<file path="config.mk">
export PLATFORM = sky130hd
export DESIGN_NAME = textured_quad_edge_setup
export DESIGN_NICKNAME = d
export VERILOG_FILES = /design/src/rtl/tqes_pkg.sv /design/src/rtl/tqes_datapath.sv /design/src/rtl/tqes_ctrl.sv /design/src/rtl/textured_quad_edge_setup.sv
export VERILOG_INCLUDE_DIRS = /design/src /design/src/rtl
export SDC_FILE = /design/constraint.sdc
export NUM_CORES = 1
export LEC_CHECK = 0
export CAP_MARGIN = 0
export CORE_MARGIN = 2
export CORE_UTILIZATION = 55
export CTS_BUF_LIST = sky130_fd_sc_hd__clkbuf_4
export DETAILED_ROUTE_END_ITERATION = 6
export DONT_BUFFER_PORTS = 1
export PLACE_DENSITY = 0.73
export SKIP_CTS_REPAIR_TIMING = 1
export SLEW_MARGIN = 20
export SYNTH_ARGS = -nofsm -noshare
export SYNTH_HDL_FRONTEND = slang
export SYNTH_SLANG_ARGS = --single-unit
</file>
<file path="constraint.sdc">
create_clock -name clk -period 5.95 [get_ports clk]
set_input_delay 0.2975 -clock clk [delete_from_list [all_inputs] [get_ports clk]]
set_output_delay 0.2975 -clock clk [all_outputs]
set_load 0.005 [all_outputs]
</file>
<file path="src/rtl/textured_quad_edge_setup_macros.svh">
// Assertion macros for the textured quad edge setup block.
`ifndef TEXTURED_QUAD_EDGE_SETUP_MACROS_SVH
`define TEXTURED_QUAD_EDGE_SETUP_MACROS_SVH
`ifndef SYNTH
`define TQES_ASSERT(lbl, prop, msg) \
	lbl: assert property (@(posedge clk) disable iff (!arst_n) prop) else $error(msg);
`define TQES_ASSERT_NEXT(lbl, ante, cons, msg) \
	lbl: assert property (@(posedge clk) disable iff (!arst_n) (ante) |=> (cons)) \
		else $error(msg);
`else
`define TQES_ASSERT(lbl, prop, msg)
`define TQES_ASSERT_NEXT(lbl, ante, cons, msg)
`endif
`endif

</file>
<file path="src/rtl/tqes_pkg.sv">
// Shared types, constants and texture corner tables for the quad edge setup.
`default_nettype none
package tqes_pkg;
	localparam int COORD_BITS = 12;
	localparam int FRAC_BITS  = 16;
	localparam int ROW_W      = 13;
	localparam int XS_W       = 28;
	localparam int XD_W       = 29;
	localparam int UV_W       = 24;
	localparam int TEX_W      = 2;
	localparam int PH_W       = 6;
	localparam int KIND_W     = 2;
	localparam int TEXC_W     = 8;
	localparam int IN_W       = 8 * COORD_BITS + TEX_W + PH_W;
	localparam int REC_BITS   = ROW_W + XS_W + XD_W + 4 * UV_W + TEX_W + PH_W;
	localparam int OUT_W      = ((REC_BITS + 7) / 8) * 8;
	localparam int PAD_W      = OUT_W - REC_BITS;
	localparam int NUM_W      = COORD_BITS + 1 + FRAC_BITS;
	localparam int DEN_W      = COORD_BITS + 1;
	localparam int CNT_W      = $clog2(NUM_W);
	localparam int USED_W     = 3;
	localparam logic [USED_W-1:0] EDGE_COUNT = USED_W'(4);

	typedef enum logic [KIND_W-1:0] {
		KIND_START = 2'd0,
		KIND_LEFT  = 2'd1,
		KIND_RIGHT = 2'd2,
		KIND_BLOCK = 2'd3
	} kind_t;

	typedef enum logic [1:0] {
		DIV_X = 2'd0,
		DIV_U = 2'd1,
		DIV_V = 2'd2
	} div_sel_t;

	typedef struct packed {
		logic signed [COORD_BITS-1:0] y;
		logic signed [COORD_BITS-1:0] x;
	} vert_t;

	typedef struct packed {
		logic [PAD_W-1:0]       pad;
		logic [PH_W-1:0]        phase_out;
		logic [TEX_W-1:0]       texture_out;
		logic signed [UV_W-1:0] v_step;
		logic [UV_W-1:0]        v_start;
		logic signed [UV_W-1:0] u_step;
		logic [UV_W-1:0]        u_start;
		logic signed [XD_W-1:0] x_step;
		logic signed [XS_W-1:0] x_start;
		logic signed [ROW_W-1:0] row_value;
	} rec_t;

	typedef struct packed {
		logic     load;
		logic     div_start;
		div_sel_t div_sel;
		logic     side_left;
		logic     emit_edge;
		logic     emit_block;
	} cmd_t;

	typedef struct packed {
		logic out_taken;
		logic div_done;
		logic pend_l;
		logic pend_r;
		logic walk_done;
	} sts_t;

	function automatic logic [TEXC_W-1:0] tex_u(input logic [1:0] idx);
		logic [TEXC_W-1:0] r;
		case (idx)
			2'd0: r = TEXC_W'(64);
			2'd1: r = TEXC_W'(190);
			2'd2: r = TEXC_W'(190);
			default: r = TEXC_W'(64);
		endcase
		return r;
	endfunction

	function automatic logic [TEXC_W-1:0] tex_v(input logic [1:0] idx);
		logic [TEXC_W-1:0] r;
		case (idx)
			2'd0: r = TEXC_W'(4);
			2'd1: r = TEXC_W'(4);
			2'd2: r = TEXC_W'(60);
			default: r = TEXC_W'(60);
		endcase
		return r;
	endfunction
endpackage
`default_nettype wire

</file>
<file path="src/rtl/tqes_datapath.sv">
// Datapath: vertex walkers, serial divider and output record register.
`default_nettype none
`include "textured_quad_edge_setup_macros.svh"
module tqes_datapath (
	input  wire logic                          clk,
	input  wire logic                          arst_n,
	input  wire tqes_pkg::cmd_t                cmd,
	output tqes_pkg::sts_t                     sts,
	input  wire logic [tqes_pkg::IN_W-1:0]     in_data,
	output logic                               out_tvalid,
	input  wire logic                          out_tready,
	output logic [tqes_pkg::OUT_W-1:0]         out_tdata,
	output logic [tqes_pkg::KIND_W-1:0]        out_tuser,
	output logic                               out_tlast
);
	localparam int CB = tqes_pkg::COORD_BITS;
	localparam int FB = tqes_pkg::FRAC_BITS;
	localparam int NW = tqes_pkg::NUM_W;
	localparam int DW = tqes_pkg::DEN_W;

	tqes_pkg::vert_t lv_q [4];
	tqes_pkg::vert_t rv_q [4];
	logic [1:0] ls_q, rs_q;
	logic signed [CB-1:0] row_q;
	logic [tqes_pkg::USED_W-1:0] used_q;
	logic pend_l_q, pend_r_q;

	logic [NW-1:0] quo_q;
	logic [DW-1:0] rem_q, den_q;
	logic neg_q, busy_q;
	logic [tqes_pkg::CNT_W-1:0] cnt_q;
	tqes_pkg::div_sel_t sel_q;
	logic signed [tqes_pkg::XD_W-1:0] xstep_q;
	logic signed [tqes_pkg::UV_W-1:0] ustep_q, vstep_q;

	tqes_pkg::rec_t rec_q;
	tqes_pkg::kind_t kind_q;
	logic ovalid_q, olast_q;

	logic walk_done;
	logic emit_any;
	assign walk_done = (used_q >= tqes_pkg::EDGE_COUNT);
	assign emit_any = cmd.load || cmd.emit_edge || cmd.emit_block;

	tqes_pkg::vert_t vin [4];
	logic [1:0] top;
	logic signed [CB-1:0] miny;
	always_comb begin
		for (int i = 0; i < 4; i++) begin
			vin[i].x = in_data[2*CB*i +: CB];
			vin[i].y = in_data[2*CB*i+CB +: CB];
		end
		top = 2'd0;
		miny = vin[0].y;
		for (int i = 1; i < 4; i++) begin
			if (vin[i].y < miny) begin
				miny = vin[i].y;
				top = 2'(i);
			end
		end
	end

	tqes_pkg::vert_t sv, dv;
	logic [1:0] si, di;
	logic signed [DW-1:0] dy, dyz;
	logic [DW-1:0] dy_mag;
	logic signed [DW-1:0] dx;
	logic signed [tqes_pkg::TEXC_W:0] dt;
	logic signed [NW:0] num;
	logic [NW-1:0] num_mag;
	always_comb begin
		sv = cmd.side_left ? lv_q[0] : rv_q[0];
		dv = cmd.side_left ? lv_q[1] : rv_q[1];
		si = cmd.side_left ? ls_q : rs_q;
		di = cmd.side_left ? ls_q + 2'd1 : rs_q - 2'd1;
		dy = DW'(dv.y) - DW'(sv.y);
		dyz = (dy == '0) ? DW'(1) : dy;
		dy_mag = dyz[DW-1] ? DW'(-dyz) : dyz;
		dx = DW'(dv.x) - DW'(sv.x);
		case (cmd.div_sel)
			tqes_pkg::DIV_X: dt = '0;
			tqes_pkg::DIV_U: dt = $signed({1'b0, tqes_pkg::tex_u(di)})
				- $signed({1'b0, tqes_pkg::tex_u(si)});
			default: dt = $signed({1'b0, tqes_pkg::tex_v(di)})
				- $signed({1'b0, tqes_pkg::tex_v(si)});
		endcase
		if (cmd.div_sel == tqes_pkg::DIV_X) begin
			num = (NW+1)'(dx) <<< FB;
		end else begin
			num = (NW+1)'(dt) <<< FB;
		end
		num_mag = num[NW] ? NW'(-num) : NW'(num);
	end

	logic [DW:0] trial;
	logic ge, done;
	logic [NW-1:0] nquo;
	logic [DW-1:0] nrem;
	logic signed [NW:0] qs;
	always_comb begin
		trial = {rem_q, quo_q[NW-1]};
		ge = trial >= {1'b0, den_q};
		nrem = ge ? DW'(trial - {1'b0, den_q}) : trial[DW-1:0];
		nquo = {quo_q[NW-2:0], ge};
		done = busy_q && (cnt_q == tqes_pkg::CNT_W'(NW - 1));
		qs = neg_q ? -$signed({1'b0, nquo}) : $signed({1'b0, nquo});
	end

	always_ff @(posedge clk or negedge arst_n) begin
		if (!arst_n) begin
			busy_q <= 1'b0;
			cnt_q <= '0;
		end else if (cmd.div_start) begin
			busy_q <= 1'b1;
			cnt_q <= '0;
		end else if (busy_q) begin
			busy_q <= !done;
			cnt_q <= cnt_q + tqes_pkg::CNT_W'(1);
		end
	end

	always_ff @(posedge clk) begin
		if (cmd.div_start) begin
			quo_q <= num_mag;
			rem_q <= '0;
			den_q <= dy_mag;
			neg_q <= num[NW] ^ dyz[DW-1];
			sel_q <= cmd.div_sel;
		end else if (busy_q) begin
			quo_q <= nquo;
			rem_q <= nrem;
		end
		if (done) begin
			case (sel_q)
				tqes_pkg::DIV_X: xstep_q <= qs[tqes_pkg::XD_W-1:0];
				tqes_pkg::DIV_U: ustep_q <= qs[tqes_pkg::UV_W-1:0];
				default: vstep_q <= qs[tqes_pkg::UV_W-1:0];
			endcase
		end
	end

	logic signed [CB-1:0] yd1, yd2, ymin;
	logic signed [tqes_pkg::ROW_W-1:0] rows;
	always_comb begin
		yd1 = lv_q[1].y;
		yd2 = rv_q[1].y;
		ymin = (yd1 < yd2) ? yd1 : yd2;
		rows = tqes_pkg::ROW_W'(ymin) - tqes_pkg::ROW_W'(row_q);
		if (rows[tqes_pkg::ROW_W-1]) begin
			rows = '0;
		end
	end

	always_ff @(posedge clk or negedge arst_n) begin
		if (!arst_n) begin
			used_q <= '0;
			pend_l_q <= 1'b0;
			pend_r_q <= 1'b0;
		end else if (cmd.load) begin
			used_q <= '0;
			pend_l_q <= 1'b1;
			pend_r_q <= 1'b1;
		end else if (cmd.emit_edge) begin
			if (cmd.side_left) begin
				pend_l_q <= 1'b0;
			end else begin
				pend_r_q <= 1'b0;
			end
		end else if (cmd.emit_block) begin
			if (yd1 == yd2) begin
				used_q <= used_q + tqes_pkg::USED_W'(2);
				pend_l_q <= 1'b1;
				pend_r_q <= 1'b1;
			end else if (yd1 < yd2) begin
				used_q <= used_q + tqes_pkg::USED_W'(1);
				pend_l_q <= 1'b1;
			end else begin
				used_q <= used_q + tqes_pkg::USED_W'(1);
				pend_r_q <= 1'b1;
			end
		end
	end

	always_ff @(posedge clk) begin
		if (cmd.load) begin
			for (int k = 0; k < 4; k++) begin
				lv_q[k] <= vin[top + 2'(k)];
				rv_q[k] <= vin[top - 2'(k)];
			end
			ls_q <= top;
			rs_q <= top;
			row_q <= miny;
		end else if (cmd.emit_block) begin
			row_q <= ymin;
			if (yd1 <= yd2) begin
				for (int k = 0; k < 4; k++) begin
					lv_q[k] <= lv_q[2'(k + 1)];
				end
				ls_q <= ls_q + 2'd1;
			end
			if (yd2 <= yd1) begin
				for (int k = 0; k < 4; k++) begin
					rv_q[k] <= rv_q[2'(k + 1)];
				end
				rs_q <= rs_q - 2'd1;
			end
		end
	end

	logic taken;
	assign taken = ovalid_q && out_tready;

	always_ff @(posedge clk or negedge arst_n) begin
		if (!arst_n) begin
			ovalid_q <= 1'b0;
		end else if (emit_any) begin
			ovalid_q <= 1'b1;
		end else if (taken) begin
			ovalid_q <= 1'b0;
		end
	end

	localparam logic [tqes_pkg::XS_W-1:0] HALF_X = tqes_pkg::XS_W'(1) << (FB - 1);
	localparam logic [tqes_pkg::UV_W-1:0] HALF_UV = tqes_pkg::UV_W'(1) << (FB - 1);

	tqes_pkg::rec_t rec_d;
	tqes_pkg::kind_t kind_d;
	logic olast_d;
	always_comb begin
		rec_d = rec_q;
		kind_d = kind_q;
		olast_d = olast_q;
		if (cmd.load) begin
			rec_d = '0;
			rec_d.row_value = tqes_pkg::ROW_W'(miny);
			rec_d.texture_out = in_data[8*CB +: tqes_pkg::TEX_W];
			rec_d.phase_out = in_data[8*CB+tqes_pkg::TEX_W +: tqes_pkg::PH_W]
				+ tqes_pkg::PH_W'(1);
			kind_d = tqes_pkg::KIND_START;
			olast_d = 1'b0;
		end else if (cmd.emit_edge) begin
			rec_d = '0;
			rec_d.x_start = (tqes_pkg::XS_W'(sv.x) << FB) + HALF_X;
			rec_d.x_step = xstep_q;
			rec_d.u_start = (tqes_pkg::UV_W'(tqes_pkg::tex_u(si)) << FB) + HALF_UV;
			rec_d.u_step = ustep_q;
			rec_d.v_start = (tqes_pkg::UV_W'(tqes_pkg::tex_v(si)) << FB) + HALF_UV;
			rec_d.v_step = vstep_q;
			kind_d = cmd.side_left ? tqes_pkg::KIND_LEFT : tqes_pkg::KIND_RIGHT;
			olast_d = walk_done && !(cmd.side_left ? pend_r_q : pend_l_q);
		end else if (cmd.emit_block) begin
			rec_d = '0;
			rec_d.row_value = rows;
			kind_d = tqes_pkg::KIND_BLOCK;
			olast_d = 1'b0;
		end
	end

	always_ff @(posedge clk) begin
		rec_q <= rec_d;
		kind_q <= kind_d;
		olast_q <= olast_d;
	end

	assign out_tvalid = ovalid_q;
	assign out_tdata = rec_q;
	assign out_tuser = kind_q;
	assign out_tlast = olast_q;

	assign sts.out_taken = taken;
	assign sts.div_done = done;
	assign sts.pend_l = pend_l_q;
	assign sts.pend_r = pend_r_q;
	assign sts.walk_done = walk_done;

	`TQES_ASSERT(a_div_idle, cmd.div_start |-> (!busy_q || done), "divider restarted while busy")
	`TQES_ASSERT(a_emit_free, emit_any |-> (!ovalid_q || out_tready), "record overwritten")
	`TQES_ASSERT(a_last_end, (ovalid_q && olast_q) |-> (!pend_l_q && !pend_r_q && walk_done), "early last")
	`TQES_ASSERT_NEXT(a_load_start, cmd.load, ovalid_q && kind_q == tqes_pkg::KIND_START, "no start record")
endmodule
`default_nettype wire

</file>
<file path="src/rtl/tqes_ctrl.sv">
// Controller: sequences start, edge divisions and row block records.
`default_nettype none
module tqes_ctrl (
	input  wire logic           clk,
	input  wire logic           arst_n,
	input  wire logic           in_tvalid,
	output logic                in_tready,
	input  wire tqes_pkg::sts_t sts,
	output tqes_pkg::cmd_t      cmd
);
	typedef enum logic [5:0] {
		ST_IDLE  = 6'b000001,
		ST_OUT   = 6'b000010,
		ST_DIV_X = 6'b000100,
		ST_DIV_U = 6'b001000,
		ST_DIV_V = 6'b010000,
		ST_EMIT  = 6'b100000
	} state_t;

	state_t state_q, state_d;
	logic side_q, side_d;

	always_comb begin
		state_d = state_q;
		side_d = side_q;
		cmd = '0;
		cmd.side_left = side_q;
		unique case (state_q)
			ST_IDLE: begin
				if (in_tvalid) begin
					cmd.load = 1'b1;
					state_d = ST_OUT;
				end
			end
			ST_OUT: begin
				cmd.side_left = sts.pend_l;
				if (sts.out_taken) begin
					if (sts.pend_l || sts.pend_r) begin
						cmd.div_start = 1'b1;
						cmd.div_sel = tqes_pkg::DIV_X;
						side_d = sts.pend_l;
						state_d = ST_DIV_X;
					end else if (sts.walk_done) begin
						state_d = ST_IDLE;
					end else begin
						cmd.emit_block = 1'b1;
					end
				end
			end
			ST_DIV_X: begin
				if (sts.div_done) begin
					cmd.div_start = 1'b1;
					cmd.div_sel = tqes_pkg::DIV_U;
					state_d = ST_DIV_U;
				end
			end
			ST_DIV_U: begin
				if (sts.div_done) begin
					cmd.div_start = 1'b1;
					cmd.div_sel = tqes_pkg::DIV_V;
					state_d = ST_DIV_V;
				end
			end
			ST_DIV_V: begin
				if (sts.div_done) begin
					state_d = ST_EMIT;
				end
			end
			ST_EMIT: begin
				cmd.emit_edge = 1'b1;
				state_d = ST_OUT;
			end
			default: begin
				state_d = ST_IDLE;
			end
		endcase
	end

	always_ff @(posedge clk or negedge arst_n) begin
		if (!arst_n) begin
			state_q <= ST_IDLE;
			side_q <= 1'b0;
		end else begin
			state_q <= state_d;
			side_q <= side_d;
		end
	end

	assign in_tready = (state_q == ST_IDLE);
endmodule
`default_nettype wire

</file>
<file path="src/rtl/textured_quad_edge_setup.sv">
// Top level of the textured quad edge setup block.
// The start record is registered and valid in the cycle after the input transaction;
// each edge record follows once the previous record is taken and the serial divider
// has run three divisions (x, u and v step). A new quad is accepted only in idle,
// after the last record of the previous quad is taken.
// Reset: arst_n clears the controller to idle and drops the output valid.
`default_nettype none
module textured_quad_edge_setup (
	input  wire logic                         clk,
	input  wire logic                         arst_n,
	input  wire logic                         s_axis_tvalid,
	output logic                              s_axis_tready,
	// vert0_x, vert0_y, vert1_x, vert1_y, vert2_x, vert2_y, vert3_x, vert3_y,
	// texture_sel, phase_in
	input  wire logic [tqes_pkg::IN_W-1:0]    s_axis_tdata,
	output logic                              m_axis_tvalid,
	input  wire logic                         m_axis_tready,
	// row_value, x_start, x_step, u_start, u_step, v_start, v_step,
	// texture_out, phase_out, zero pad
	output logic [tqes_pkg::OUT_W-1:0]        m_axis_tdata,
	// kind
	output logic [tqes_pkg::KIND_W-1:0]       m_axis_tuser,
	output logic                              m_axis_tlast
);
	tqes_pkg::cmd_t cmd;
	tqes_pkg::sts_t sts;

	tqes_ctrl u_ctrl (
		.clk       (clk),
		.arst_n    (arst_n),
		.in_tvalid (s_axis_tvalid),
		.in_tready (s_axis_tready),
		.sts       (sts),
		.cmd       (cmd)
	);

	tqes_datapath u_dp (
		.clk        (clk),
		.arst_n     (arst_n),
		.cmd        (cmd),
		.sts        (sts),
		.in_data    (s_axis_tdata),
		.out_tvalid (m_axis_tvalid),
		.out_tready (m_axis_tready),
		.out_tdata  (m_axis_tdata),
		.out_tuser  (m_axis_tuser),
		.out_tlast  (m_axis_tlast)
	);
endmodule
`default_nettype wire

</file>
==> out/qor.yml <==
outcome: "complete, but fails checks"
violations: "hold timing"
dieArea_sq_um: 50200
synth-adder-area-share_pct: 5.42
hold_viol: 2
grt_use_total_pct: 25.1
seq_area_frac_synth_pct: 49.6
grt_overflow: 0
maxSlewViolCount: 0
hpwl_um: 45200
vias: 20069
cp_data_required_time_ns: 6.53
setup_viol: 0
fin_nets: 2947
final_cells: 3447
synth_edf_count: 351
cp_max_fo: 16
post-route-period-util_pct: 95.8
multiInputGateArea_sq_um: 12500
power_density_nw_per_um2: 491
cts_max_level: 3
routedWlPerCell_um: 19.4
row_count: 80
ant_nets: 0
end_kind: "flip-flop"
firstDrtPassIters: 7
floorplan.initialDensity_pct: 55.8
cts_tree: "built"
seq_area_sq_um: 13200
synth_xor_xnor_area_share_pct: 2.83
netlist_area_sq_um: 26600
cts_buffer_depth: 3
io_pins: 289
synthArstFlopShare_pct: 3.97
avgSynthCellArea_sq_um: 10.6
grt_pass1_wl_um: 101000
yosys_most_used_dff: "edfxtp_1"
crit_type: "input pin to flip-flop"
slowest_stage: "a2111oi_4"
synth_mux_area_share_pct: 13.2
crit_family: "compound AO/OA/AOI/OAI gates"
portBuffers: 0
syn_to_final_growth_pct: 15.8
core_area_sq_um: 47700
relSlewSlack_pct: 31.6
drive_above_1_share_pct: 19.4
synth_compound_area_share_pct: 13.4
path_buf_inv: 6
final_cell_mix: "edfxtp_1, nor2_1, a21oi_1, clkbuf_4, mux2i_1"
max_stage_delay_ns: 0.39
fin_util_pct: 64.6
arrival_ns: 6.28
die_x_um: 224
clk_latency_ns: 0.89
wirelength_um: 66900
fin_tns_setup_ns: 0
drtIter0Drc: 1477
synth_top_family_by_area: "compound AO/OA/AOI/OAI gates"
die_h_um: 224
syn_inst: 2503
clk_pin_slew_ns: 0.07
drv_cap: 0
grt_max_degree: 122
worst_setup_path_start_kind: "input pin"
ys_types: 74
hp-class: "input pin to flip-flop"
finalCriticalPeriod_ns: 5.70
tightest_slew_ns: 1.02
root_buffer: "clkbuf_4"
placedCellCount: 3086
yosysWarnings: 0
n_fill_cell: 3693
layout_commonest_cell: "edfxtp_1"
gp_congestion: 0.894
clock.fmax_mhz: 175
synthSimpleGateAreaFrac_pct: 9.84
grt_pass1_vias: 18758
drc_errors: 0
ir_drop_uv: 270
clock_skew_ns: 0.0809
cts_buffers: 120
ys_ff_latch: 479
p_leak_nw: 12.6
cts_sinks: 479
antenna_found_initial: 3
drt-vias-per-instance: 5.82
hold-worst-slack_ns: -0.00805
[through the flow]
step | worst slack (ns) | hold WS [ns] | power (mW) | area, sq um
6_report | 0.249 | -0.00805 | 15.1 | 30900
5_1_grt | -0.0316 | -0.0000558 | 16.2 | 30900
4_1_cts | 0.102 | -0.974 | 14.9 | 29500
3_5_place_dp | -0.502 | 0.00241 | 12.1 | 27900
3_3_place_gp | -0.418 | 0.00242 | 11.8 | 27800
2_1_floorplan | -0.228 | 0.00191 | 10.3 | 27200
[tightest hold or removal path, stage by stage]
cell and delay (ns):
mux2_2 0.12, mux2_2 0.13, mux2i_1 0.08, a21oi_1 0.13
[path summary, 6_finish.rpt]
kind | slack [ns] | cells after the start | from | to
worst max register to register | 0.41 | 22 | u_ctrl.state_q[2] | u_dp.den_q[8]
min in group asynchronous | 0.53 | 3 | arst_n | u_ctrl.state_q[0]
max in group asynchronous | 4.00 | 4 | arst_n | u_dp.used_q[0]
worst min register to register | 0.45 | 1 | u_dp.ustep_q[9] | u_dp.out_tdata[103]
worst min-delay path | -0.008 | 4 | s_axis_tdata[77] | u_dp.rv_q[2][5]
worst max-delay path | 0.25 | 28 | s_axis_tdata[16] | u_dp.lv_q[2][19]
[metal layers]
layer / global-route usage [%] / part of all wire, % / vias to the layer above
met5: 0 / 0.019 / -
met4: 7.91 / 2.0 / 2
met3: 6.28 / 7.9 / 104
met2: 38.9 / 46 / 809
met1: 34.6 / 44 / 9599
li1: - / - / 9555
[synthesized netlist by cell type (16+ instances only)]
cell type | number | area share [%]
edfxtp_1 | 351 | 40
nor2_1 | 284 | 4.0
a21oi_1 | 267 | 5.0
mux2i_1 | 181 | 6.8
mux2_2 | 149 | 6.3
nand2_1 | 133 | 1.9
inv_1 | 118 | 1.7
o21ai_0 | 116 | 2.2
dfxtp_1 | 109 | 8.2
ha_1 | 109 | 5.1
clkbuf_1 | 105 | 1.5
a22o_1 | 79 | 2.6
buf_4 | 72 | 2.0
xnor2_1 | 57 | 1.9
xor2_1 | 29 | 0.95
nor3_1 | 22 | 0.41
and3_1 | 19 | 0.45
dfrtp_1 | 18 | 1.7
a21o_1 | 17 | 0.48
nand3_1 | 17 | 0.32
and2_1 | 16 | 0.38
nor2b_1 | 16 | 0.38
[kinds of logic (layout without fill, tap and decap cells)]
| family | count (synthesis) | count (layout) |
|---|---|---|
| compound gates | 589 | 589 |
| xor+xnor | 86 | 86 |
| fa+ha+maj | 113 | 113 |
| buf+inv | 318 | 594 |
| flops | 479 | 479 |
| mux | 332 | 332 |
| other cells | 1 | 54 |
| simple gates | 585 | 585 |
[flip-flops by register name, summed over array words and instances (netlist names), 3 cells and up]
signal	count
u_ctrl.state_q	6
u_dp.cnt_q	5
u_dp.den_q	13
u_dp.lv_q	96
u_dp.out_tdata	114
u_dp.quo_q	29
u_dp.rem_q	13
u_dp.row_q	12
u_dp.rv_q	96
u_dp.used_q	3
u_dp.ustep_q	24
u_dp.vstep_q	24
u_dp.xstep_q	29
[power by group]
group,switching [mW],internal [mW]
sequential,0.423,4.78
clock,1.36,1.45
combinational,4.07,3.05
total,5.86,9.29
[area by class of cell]
class	count	area share (%)
multi-input cells	1757	40.6
repair buffers	249	7.44
inverters	119	1.51
clock buffers	181	4.40
clock inverters	45	0.783
diodes	2	0.0162
flip-flops and latches	479	42.8
well taps	615	2.49
No activity file was read; power rests on OpenSTA's default activity.
